<file path="config.mk">
export PLATFORM = sky130hd
export DESIGN_NAME = markup_tag_to_line_text_converter
export DESIGN_NICKNAME = d
export VERILOG_FILES = /design/src/hdl/mtlt_pkg.sv /design/src/hdl/mtlt_core.sv /design/src/hdl/markup_tag_to_line_text_converter.sv
export SDC_FILE = /design/constraint.sdc
export NUM_CORES = 1
export LEC_CHECK = 0
export BUFFER_PORTS_ARGS = -buffer_cell sky130_fd_sc_hd__buf_2
export CORE_MARGIN = 5
export CORE_UTILIZATION = 66
export CTS_CLUSTER_DIAMETER = 120
export DETAILED_ROUTE_END_ITERATION = 10
export PLACE_DENSITY = 0.82
export SLEW_MARGIN = 20
export SYNTH_ARGS = -nofsm -noshare
export SYNTH_HDL_FRONTEND = slang
export SYNTH_HIERARCHICAL = 1
export SYNTH_SLANG_ARGS = --single-unit
export TNS_END_PERCENT = 100
</file>
<file path="constraint.sdc">
create_clock -name aclk -period 7.5 [get_ports aclk]
set_input_delay 0 -clock aclk [delete_from_list [all_inputs] [get_ports aclk]]
set_output_delay 0 -clock aclk [all_outputs]
set_load 0.01 [all_outputs]
</file>
<file path="src/hdl/mtlt_pkg.sv">
`timescale 1ns / 1ps
`default_nettype none
// ----------------------------------------------------------------------------
// mtlt_pkg
// Shared types, character codes and helpers of the markup to line text
// converter.
// ----------------------------------------------------------------------------
package mtlt_pkg;

    localparam int BYTE_W     = 8;
    localparam int MAX_OUT    = 5;
    localparam int OUT_CNT_W  = $clog2(MAX_OUT + 1);
    localparam int OUT_IDX_W  = $clog2(MAX_OUT);

    localparam logic [BYTE_W-1:0] CH_NL     = 8'h0A;
    localparam logic [BYTE_W-1:0] CH_SPACE  = 8'h20;
    localparam logic [BYTE_W-1:0] CH_TAB    = 8'h09;
    localparam logic [BYTE_W-1:0] CH_CR     = 8'h0D;
    localparam logic [BYTE_W-1:0] CH_DQUOTE = 8'h22;
    localparam logic [BYTE_W-1:0] CH_SQUOTE = 8'd39;
    localparam logic [BYTE_W-1:0] CH_HASH   = 8'h23;
    localparam logic [BYTE_W-1:0] CH_SLASH  = 8'h2F;
    localparam logic [BYTE_W-1:0] CH_LT     = 8'h3C;
    localparam logic [BYTE_W-1:0] CH_EQ     = 8'h3D;
    localparam logic [BYTE_W-1:0] CH_GT     = 8'h3E;
    localparam logic [BYTE_W-1:0] CH_A      = 8'h61;
    localparam logic [BYTE_W-1:0] CH_H      = 8'h68;
    localparam logic [BYTE_W-1:0] CH_P      = 8'h70;
    localparam logic [BYTE_W-1:0] CH_1      = 8'h31;
    localparam logic [BYTE_W-1:0] CH_2      = 8'h32;
    localparam logic [BYTE_W-1:0] CH_3      = 8'h33;
    localparam logic [BYTE_W-1:0] CH_6      = 8'h36;

    typedef enum logic [3:0] {
        PH_PLAIN    = 4'd0,
        PH_SKIPWS   = 4'd1,
        PH_NAME     = 4'd2,
        PH_DISPATCH = 4'd3,
        PH_SEEKQ    = 4'd4,
        PH_HREF     = 4'd5,
        PH_SEEKGT   = 4'd6,
        PH_TEXT     = 4'd7,
        PH_CLOSE    = 4'd8
    } phase_t;

    typedef struct packed {
        logic [MAX_OUT-1:0][BYTE_W-1:0] bytes;
        logic [OUT_CNT_W-1:0]           count;
    } out_batch_t;

    function automatic logic is_ws(input logic [BYTE_W-1:0] b);
        return (b == CH_SPACE) || (b >= CH_TAB && b <= CH_CR);
    endfunction

    function automatic logic is_quote(input logic [BYTE_W-1:0] b);
        return (b == CH_SQUOTE) || (b == CH_DQUOTE);
    endfunction

endpackage
`default_nettype wire

</file>
<file path="src/hdl/mtlt_core.sv">
`timescale 1ns / 1ps
`default_nettype none
// ----------------------------------------------------------------------------
// mtlt_core
// Parser state and per-byte decode: turns one accepted markup byte into a
// batch of up to five line text bytes and updates the tag tracking state.
// ----------------------------------------------------------------------------
module mtlt_core (
    input  wire logic                        aclk,
    input  wire logic                        aresetn,
    input  wire logic                        accept,
    input  wire logic [mtlt_pkg::BYTE_W-1:0] in_byte,
    output mtlt_pkg::out_batch_t             batch
);
    import mtlt_pkg::*;

    phase_t              phase_reg,  phase_next;
    logic [BYTE_W-1:0]   first_reg,  first_next;
    logic [BYTE_W-1:0]   second_reg, second_next;
    logic [1:0]          len_reg,    len_next;

    logic is_link, is_head, is_para;

    assign is_link = (len_reg == 2'd1) && (first_reg == CH_A);
    assign is_head = (len_reg != 2'd0) && (first_reg == CH_H);
    assign is_para = (len_reg == 2'd1) && (first_reg == CH_P);

    always_ff @(posedge aclk) begin
        if (!aresetn) begin
            phase_reg  <= PH_PLAIN;
            first_reg  <= '0;
            second_reg <= '0;
            len_reg    <= '0;
        end else if (accept) begin
            phase_reg  <= phase_next;
            first_reg  <= first_next;
            second_reg <= second_next;
            len_reg    <= len_next;
        end
    end

    // next state
    always_comb begin
        phase_next  = phase_reg;
        first_next  = first_reg;
        second_next = second_reg;
        len_next    = len_reg;
        unique case (phase_reg)
            PH_SKIPWS: begin
                if (!is_ws(in_byte)) begin
                    if (in_byte == CH_LT) begin
                        first_next  = '0;
                        second_next = '0;
                        len_next    = '0;
                        phase_next  = PH_NAME;
                    end else begin
                        phase_next = PH_PLAIN;
                    end
                end
            end
            PH_NAME: begin
                if (in_byte == CH_SLASH) begin
                    first_next  = '0;
                    second_next = '0;
                    len_next    = '0;
                    phase_next  = PH_DISPATCH;
                end else if (in_byte == CH_SPACE || in_byte == CH_GT) begin
                    phase_next = PH_DISPATCH;
                end else if (len_reg == 2'd0) begin
                    first_next = in_byte;
                    len_next   = 2'd1;
                end else if (len_reg == 2'd1) begin
                    second_next = in_byte;
                    len_next    = 2'd2;
                end
            end
            PH_DISPATCH: begin
                if (is_link) begin
                    phase_next = is_quote(in_byte) ? PH_HREF : PH_SEEKQ;
                end else if (is_head) begin
                    phase_next = (in_byte == CH_LT) ? PH_CLOSE : PH_TEXT;
                end else if (is_para) begin
                    phase_next = PH_TEXT;
                end else begin
                    phase_next = PH_PLAIN;
                end
            end
            PH_SEEKQ: begin
                if (is_quote(in_byte)) phase_next = PH_HREF;
            end
            PH_HREF: begin
                if (is_quote(in_byte)) phase_next = PH_SEEKGT;
            end
            PH_SEEKGT: begin
                if (in_byte == CH_GT) phase_next = PH_TEXT;
            end
            PH_TEXT: begin
                if (in_byte == CH_LT) phase_next = PH_CLOSE;
            end
            PH_CLOSE: begin
                if (in_byte == CH_GT) phase_next = PH_PLAIN;
            end
            default: begin
                if (in_byte == CH_NL) begin
                    phase_next = PH_SKIPWS;
                end else if (in_byte == CH_LT) begin
                    first_next  = '0;
                    second_next = '0;
                    len_next    = '0;
                    phase_next  = PH_NAME;
                end else begin
                    phase_next = PH_PLAIN;
                end
            end
        endcase
    end

    // output batch
    always_comb begin
        logic [BYTE_W-1:0] level;
        level       = (len_reg == 2'd2) ? second_reg : '0;
        batch.bytes = '0;
        batch.count = '0;
        unique case (phase_reg)
            PH_SKIPWS: begin
                if (!is_ws(in_byte) && in_byte != CH_LT) begin
                    batch.bytes[0] = in_byte;
                    batch.count    = OUT_CNT_W'(1);
                end
            end
            PH_NAME, PH_SEEKQ: begin
                batch.count = '0;
            end
            PH_DISPATCH: begin
                if (is_link) begin
                    batch.bytes[0] = CH_NL;
                    batch.bytes[1] = CH_EQ;
                    batch.bytes[2] = CH_GT;
                    batch.bytes[3] = CH_SPACE;
                    batch.count    = OUT_CNT_W'(4);
                end else if (is_head) begin
                    if (level == CH_1) begin
                        batch.bytes[0] = CH_HASH;
                        batch.bytes[1] = CH_SPACE;
                        batch.count    = OUT_CNT_W'(2);
                    end else if (level == CH_2) begin
                        batch.bytes[0] = CH_HASH;
                        batch.bytes[1] = CH_HASH;
                        batch.bytes[2] = CH_SPACE;
                        batch.count    = OUT_CNT_W'(3);
                    end else if (level >= CH_3 && level <= CH_6) begin
                        batch.bytes[0] = CH_HASH;
                        batch.bytes[1] = CH_HASH;
                        batch.bytes[2] = CH_HASH;
                        batch.bytes[3] = CH_SPACE;
                        batch.count    = OUT_CNT_W'(4);
                    end
                    if (in_byte != CH_LT) begin
                        batch.bytes[batch.count[OUT_IDX_W-1:0]] = in_byte;
                        batch.count = batch.count + OUT_CNT_W'(1);
                    end
                end else if (is_para) begin
                    batch.bytes[0] = in_byte;
                    batch.count    = OUT_CNT_W'(1);
                end
            end
            PH_HREF: begin
                if (!is_quote(in_byte)) begin
                    batch.bytes[0] = in_byte;
                    batch.count    = OUT_CNT_W'(1);
                end
            end
            PH_SEEKGT: begin
                if (in_byte == CH_GT) begin
                    batch.bytes[0] = CH_SPACE;
                    batch.count    = OUT_CNT_W'(1);
                end
            end
            PH_TEXT: begin
                if (in_byte != CH_LT) begin
                    batch.bytes[0] = in_byte;
                    batch.count    = OUT_CNT_W'(1);
                end
            end
            PH_CLOSE: begin
                if (in_byte == CH_GT) begin
                    batch.bytes[0] = CH_NL;
                    batch.count    = OUT_CNT_W'(1);
                end
            end
            default: begin
                if (in_byte != CH_LT) begin
                    batch.bytes[0] = in_byte;
                    batch.count    = OUT_CNT_W'(1);
                end
            end
        endcase
    end

endmodule
`default_nettype wire

</file>
<file path="src/hdl/markup_tag_to_line_text_converter.sv">
`timescale 1ns / 1ps
`default_nettype none
// ----------------------------------------------------------------------------
// markup_tag_to_line_text_converter
// Streams markup bytes in and line text bytes out.
//
// The s_ channel takes one markup byte per request. Each accepted byte is
// decoded in the cycle it is accepted and gives zero to five output bytes,
// held in a result buffer and sent on the m_ channel one byte per cycle
// while m_tready is high; m_tlast marks the final output byte caused by one
// input byte. Bytes that give no output leave nothing on the m_ channel.
// The first output byte of an input byte is registered and valid in the
// cycle after the input is accepted. Throughput: one input byte per cycle
// while each byte gives at most one output byte and m_tready is high; a byte
// giving more output bytes holds the input until the single output byte
// port of the buffer has sent them all. The next input is taken in the same
// cycle that the last buffered byte is taken, so batches follow without gaps.
// Reset (aresetn low at a clock edge) empties the buffer and returns the
// parser to plain text copying. When the receiver stalls, the buffered byte
// holds on m_tdata and s_tready stays low until the buffer drains.
// ----------------------------------------------------------------------------
module markup_tag_to_line_text_converter (
    input  wire logic                        aclk,
    input  wire logic                        aresetn,
    input  wire logic                        s_tvalid,
    output logic                             s_tready,
    input  wire logic [mtlt_pkg::BYTE_W-1:0] s_tdata,  // [7:0] in_byte
    output logic                             m_tvalid,
    input  wire logic                        m_tready,
    output logic [mtlt_pkg::BYTE_W-1:0]      m_tdata,  // [7:0] out_byte
    output logic                             m_tlast
);
    import mtlt_pkg::*;

    out_batch_t                        batch;
    logic [MAX_OUT-1:0][BYTE_W-1:0]    bytes_reg;
    logic [OUT_CNT_W-1:0]              rem_reg,  rem_next;
    logic [OUT_IDX_W-1:0]              idx_reg,  idx_next;
    logic                              accept;
    logic                              pop;

    assign m_tvalid = (rem_reg != '0);
    assign m_tlast  = (rem_reg == OUT_CNT_W'(1));
    assign m_tdata  = bytes_reg[idx_reg];
    assign pop      = m_tvalid && m_tready;
    assign s_tready = (rem_reg == '0) || (m_tlast && m_tready);
    assign accept   = s_tvalid && s_tready;

    mtlt_core u_core (
        .aclk    (aclk),
        .aresetn (aresetn),
        .accept  (accept),
        .in_byte (s_tdata),
        .batch   (batch)
    );

    always_comb begin
        rem_next = rem_reg;
        idx_next = idx_reg;
        if (accept) begin
            rem_next = batch.count;
            idx_next = '0;
        end else if (pop) begin
            rem_next = rem_reg - OUT_CNT_W'(1);
            idx_next = idx_reg + OUT_IDX_W'(1);
        end
    end

    always_ff @(posedge aclk) begin
        if (!aresetn) begin
            rem_reg <= '0;
            idx_reg <= '0;
        end else begin
            rem_reg <= rem_next;
            idx_reg <= idx_next;
        end
    end

    always_ff @(posedge aclk) begin
        if (accept) begin
            bytes_reg <= batch.bytes;
        end
    end

endmodule
`default_nettype wire
</file>
# Word-level counts from Yosys, hierarchy flattened
# Cells that the tools add are included.
# op_classes
addsub,3
multipliers,0
n_div,0
magnitude_cmp,7
eq_ne,37
shifts,0
mux,70
n_bitwise,5
reduce_logical,29
# ops
operator,n
8-bit 2-to-1 mux,17
19-bit 2-to-1 mux,4
33-bit 2-to-1 mux,2
"8-bit by 6-bit == test with 1-bit output, second input constant",8
16-bit 2-to-1 mux,4
11-bit 2-to-1 mux,5
8-bit one-hot mux with 3 select lines,2
8-bit one-hot mux with 6 select lines,1
4-bit 2-to-1 mux,11
40-bit bitwise mux,1
35-bit 2-to-1 mux,1
4-bit one-hot mux with 8 select lines,1
27-bit 2-to-1 mux,1
8-bit binary-select mux with 3-bit select,1
8-bit demux with 3-bit select,1
"8-bit by 7-bit == test with 1-bit output, second input constant",3
22-bit 2-to-1 mux,1
2-bit 2-to-1 mux,9
3-bit one-hot mux with 6 select lines,1
"4-bit by 3-bit == test with 1-bit output, second input constant",4
6-bit AND reduction,2
1-bit logical AND,10
"2-bit by 1-bit != test with 1-bit output, second input constant",5
3-bit 2-to-1 mux,3
38 further kinds,53
# word_totals
reg_bits,68
latchBits,0
ramBits,0
mem_bits_ro,0
output_inout_bits,11
wordCells,165
n_memories,0

# Logic depth before layout (Yosys ltp)
# logic_depth
depth_word,20
ltp_mapped,11

# Hierarchy
# The synthesis kept the hierarchy.
# modules_own_cells
mod,instances,cells_per_inst,area_per_inst_um2,seq_area_each_um2
mtlt_core,1,310,2160.8,440.4
markup_tag_to_line_text_converter,1,120,1910.6,1321.3

# Worst setup path before layout
# No wires, ideal clock.
# synth_path
path_type,register -> register
startpoint,register rem_reg[0]
endpoint,register u_core.len_reg[0]
setup_time_ps,70
arrival_time_ps,3016
required_time_ps,7430
path_slack_ps,4414
path_stages_with_launch,10
period_less_slack_ps,3086
cell_sequence,dfxtp_1 inv_1 ha_1 a21oi_2 nor3b_4 o41ai_1 a21oi_2 nand2_1 or3_1 a21boi_1
# synth_between
elab_chain_len,5
word_cells_on_any_way,6
cone_classes,eq/ne: 1; reduce/logical: 5
# synth_rtl
element,line_no,rtl
from (decl),markup_tag_to_line_text_converter.sv:37,"logic [OUT_CNT_W-1:0] rem_reg, rem_next;"
from (signal assigned),markup_tag_to_line_text_converter.sv:74,rem_reg <= rem_next;
3-bit by 1-bit == test with 1-bit output,markup_tag_to_line_text_converter.sv:43,assign m_tlast = (rem_reg == OUT_CNT_W'(1));
1-bit logical AND,markup_tag_to_line_text_converter.sv:46,assign s_tready = (rem_reg == '0) || (m_tlast && m_tready);
1-bit logical OR (*),markup_tag_to_line_text_converter.sv:46,
1-bit logical AND (*),markup_tag_to_line_text_converter.sv:47,assign accept = s_tvalid && s_tready;
via accept,markup_tag_to_line_text_converter.sv:39,logic accept;
6-bit AND reduction (no source line) (*),--,
to (signal assigned),mtlt_core.sv:38,len_reg <= len_next;
to (decl),mtlt_core.sv:20,"logic [1:0] len_reg, len_next;"
# Mark *: on every way through the listed nets, which the timed path passes. The rest lies on a longest branch.
# A chain may end at the register's enable or synchronous reset.

# Worst setup path in the final report
# layout_path
startpoint,register rem_reg[0]
endpoint,register u_core.second_reg[2]
# layout_between
elab_chain_len,5
word_cells_on_any_way,6
cone_classes,eq/ne: 1; reduce/logical: 5
# layout_rtl
element,line_no,rtl
3-bit by 1-bit == test with 1-bit output,markup_tag_to_line_text_converter.sv:43,
1-bit logical AND,markup_tag_to_line_text_converter.sv:46,
1-bit logical OR (*),markup_tag_to_line_text_converter.sv:46,
1-bit logical AND (*),markup_tag_to_line_text_converter.sv:47,
via accept,markup_tag_to_line_text_converter.sv:39,
7-bit AND reduction (no source line) (*),--,
to (signal assigned),mtlt_core.sv:37,second_reg <= second_next;
to (decl),mtlt_core.sv:19,"logic [BYTE_W-1:0] second_reg, second_next;"
# Marked as above.

==> summary.txt <==
Status
  • Status: finished, final reports clean

Floorplan
  • Rows: 28
  • I/O Pins: 23
  • Core Area: roughly 0.0060 sq mm
  • Die width: 88.54 microns
  • Total die area: 0.007839 sq mm
  • Starting density of the core: 0.6836
  • Die Height: 88.54 microns

Place
  • Placed cell areas: 0.004154 sq mm
  • I/O Buffers: 22
  • Routability Congestion: 0.9318
  • Hpwl dp: between 6000 and 7000 microns

Finish
  • Final instance area: 0.004372 sq mm
  • Area grow syn2layout: 7.375%
  • Layout net count: ~460
  • Layout cell share with drive strength beyond 1: 0.1486
  • Ant diodes: 0
  • Largest register FFs: 40
  • Utilization after layout: 0.7340

Timing
  • Final Hold Viols: 0
  • Final min period: ~2.7 ns
  • RSZ-0062 raised after global routing: false
  • Peak Freq: 0.3669 GHz
  • Worst clock skew: 0.008259 ns
  • Tcrit/Tclk final: 0.3634
  • Final setup vio count: 0
  • Setup TNS: 0 ns
  • Max_slew headroom: 0.5356
  • Final Max Slew Viols: 0
  • Tightest Pin Transition: 0.6903 ns

Synthesis
  • Syn avg cell area: 9.468 sq um
  • Ys flop type: edfxtp_1
  • Post-synthesis cell count: 430
  • Synth warnings: 6
  • Register area share after synthesis: 0.4327
  • Synthesized flop and latch total: 68
  • Post-synth ARST share: 0
  • Syn Std Cell Area: 0.004071 sq mm
  • Unique masters post-synth: 76
  • EDFF count, synth: 40

Drt
  • Routed via count: 3,431
  • Final antenna-violating net count: 0
  • Initial drt markers: 320
  • Routed Wire Length: 9688 microns
  • Residual DRC: 0
  • Via density: about 6.6
  • Routed length per instance: around 19 microns
  • Router iterations before antenna repair: 5

Clock tree
  • Clk pin slew, worst setup/hold paths: 0.07 ns
  • Clk sinks: 68
  • Post-cts resize count: 0
  • Clk_lat worst skew: 0.34 ns
  • CTS tree: built
  • Post-CTS Setup Repair Bufs: 0
  • H-tree levels: 3
  • TritonCTS buffer count: 9
  • Max Buffers Root-to-Sink: 2
  • Hold buffer count at cts: 0
  • CTS Root Cell: clkbuf_8

Global routing
  • GRT Residual Overflow: 0
  • Vias in the first global route: 3,266
  • Initial antenna violation count: 0
  • Wire length of the first global-routing pass: approximately 16,000 microns
  • Tot GR Track Use: 0.2692
  • Largest net degree at the start of global routing: 49

Power
  • Power density over the cells: 259.2 mW/mm^2
  • Leak: 1.617 nW
  • VDD IR max: 0.2645 mV

Critical path
  • Arrival time worst endpoint: 3.00 ns
  • Flop2flop setup slack: between 4 and 5 ns
  • Required time worst endpoint: around 7.8 ns
  • Critical-path maximum fanout: between 40 and 50
  • Worst setup EP type: flop
  • Setup crit start kind: flop
  • Crit path kind: flop to flop

Min path
  • Hold/Removal Path Class: input port to flop

Job
  • Max Cap Viol: 0
[worst max-delay path, cell delays in order, from the launching register on]
cell     delay, ns
dfxtp_1       0.35
inv_1         0.09
ha_1          0.22
a21oi_2       0.06
nor3b_4       0.16
buf_4         0.50
o41ai_1       0.19
a21oi_2       0.30
nand3_2       0.27
mux2_1        0.41
nor2_1        0.09
[report_power, final]
part	switching, mW	total, mW	internal, mW
logic	0.161	0.278	0.117
clock network	0.134	0.330	0.196
registers	0.0389	0.525	0.486
total	0.334	1.13	0.800
[path summary, 6_finish.rpt]
path                                                         from                           endpoint  depth (start not counted)
worst max-delay path                      rem_reg[0]$_SDFFE_PN0P_  u_core/second_reg[2]$_SDFFE_PN0P_                         10
worst min-delay path                                     m_tready            idx_reg[1]$_SDFFE_PP0P_                          3
worst max register to register            rem_reg[0]$_SDFFE_PN0P_  u_core/second_reg[2]$_SDFFE_PN0P_                         10
worst min register to register  u_core/second_reg[5]$_SDFFE_PN0P_  u_core/second_reg[5]$_SDFFE_PN0P_                          2
[synth_stat cells (all sizes together) (9+ instances only)]
cell / instances / area (sq um)
nand2: 43 / 161.4
dfxtp: 28 / 560.5
clkbuf: 15 / 56.30
nand3: 13 / 70.07
edfxtp: 40 / 1201
a21oi: 27 / 142.6
nor2: 37 / 138.9
and3: 11 / 68.82
mux2i: 9 / 90.09
o21ai: 32 / 160.2
buf: 12 / 83.83
inv: 27 / 101.4
[cells by family (layout without fill, tap and decap cells)]
| family | Yosys count | after routing | share of synthesized area |
|---|---|---|---|
| AOI/OAI and AO/OA | 104 | 104 | 0.1699 |
| xor gates and xnor gates | 4 | 4 | 0.008606 |
| adders and majority gates | 4 | 4 | 0.01229 |
| buffers and inverters | 54 | 67 | 0.05931 |
| DFF | 68 | 68 | 0.4327 |
| muxes | 20 | 20 | 0.07468 |
| other | 1 | 2 | 0.0009211 |
| and+or+nand+nor | 175 | 175 | 0.2415 |
[per-layer routing]
layer | GRT usage | up-vias | part of all wire
met5 | 0 | - | 0
met4 | 0.1140 | 0 | 0.023
met3 | 0.05680 | 22 | 0.087
met2 | 0.4528 | 187 | 0.49
met1 | 0.3363 | 1617 | 0.40
li1 | - | 1605 | -
[layout by cell type (no fill, tap or decap), drive strengths merged, types with 3 or more instances in the layout]
| cell | netlist | final |
|---|---|---|
| mux2 | 3 | 3 |
| and3 | 11 | 11 |
| nor3b | 4 | 4 |
| o21a | 6 | 6 |
| and2 | 6 | 6 |
| nand2 | 43 | 43 |
| nand4 | 5 | 5 |
| a31oi | 4 | 4 |
| nand2b | 7 | 7 |
| nand3 | 13 | 13 |
| nor2 | 37 | 37 |
| ha | 4 | 4 |
| nand4b | 4 | 4 |
| mux4 | 8 | 8 |
| clkbuf | 15 | 12 |
| nor3 | 6 | 6 |
| a21oi | 27 | 27 |
| or4b | 5 | 5 |
| inv | 27 | 27 |
| buf | 12 | 24 |
| or2 | 3 | 3 |
| a21boi | 3 | 3 |
| o21ai | 32 | 32 |
| edfxtp | 40 | 40 |
| or3 | 4 | 4 |
| dfxtp | 28 | 28 |
| nor2b | 7 | 7 |
| a22o | 6 | 6 |
| nor4 | 4 | 4 |
| mux2i | 9 | 9 |
| nor4b | 6 | 6 |
[metrics by stage]
stage	worst slack [ns]	hold slack [ns]	total power, mW	cells
after CTS	4.808	0.005032	1.141	519
after global placement	4.936	0.3376	0.7914	503
after global routing	4.582	0.03397	1.191	519
final	4.774	0.01836	1.133	519
after floorplan	4.414	0.1175	0.7351	431
after detailed placement	4.827	0.3721	0.8126	503
[layout make-up]
cell class	instances	area, sq um
multi-input cells	309	2072
repair buffers	24	125.1
flip-flops and latches	68	1762
well taps	75	93.84
inverters	27	101.3
fillers	438	1584
clock inverters	4	72.57
clock buffers	12	145.1
(Power assumes the default switching activity.)
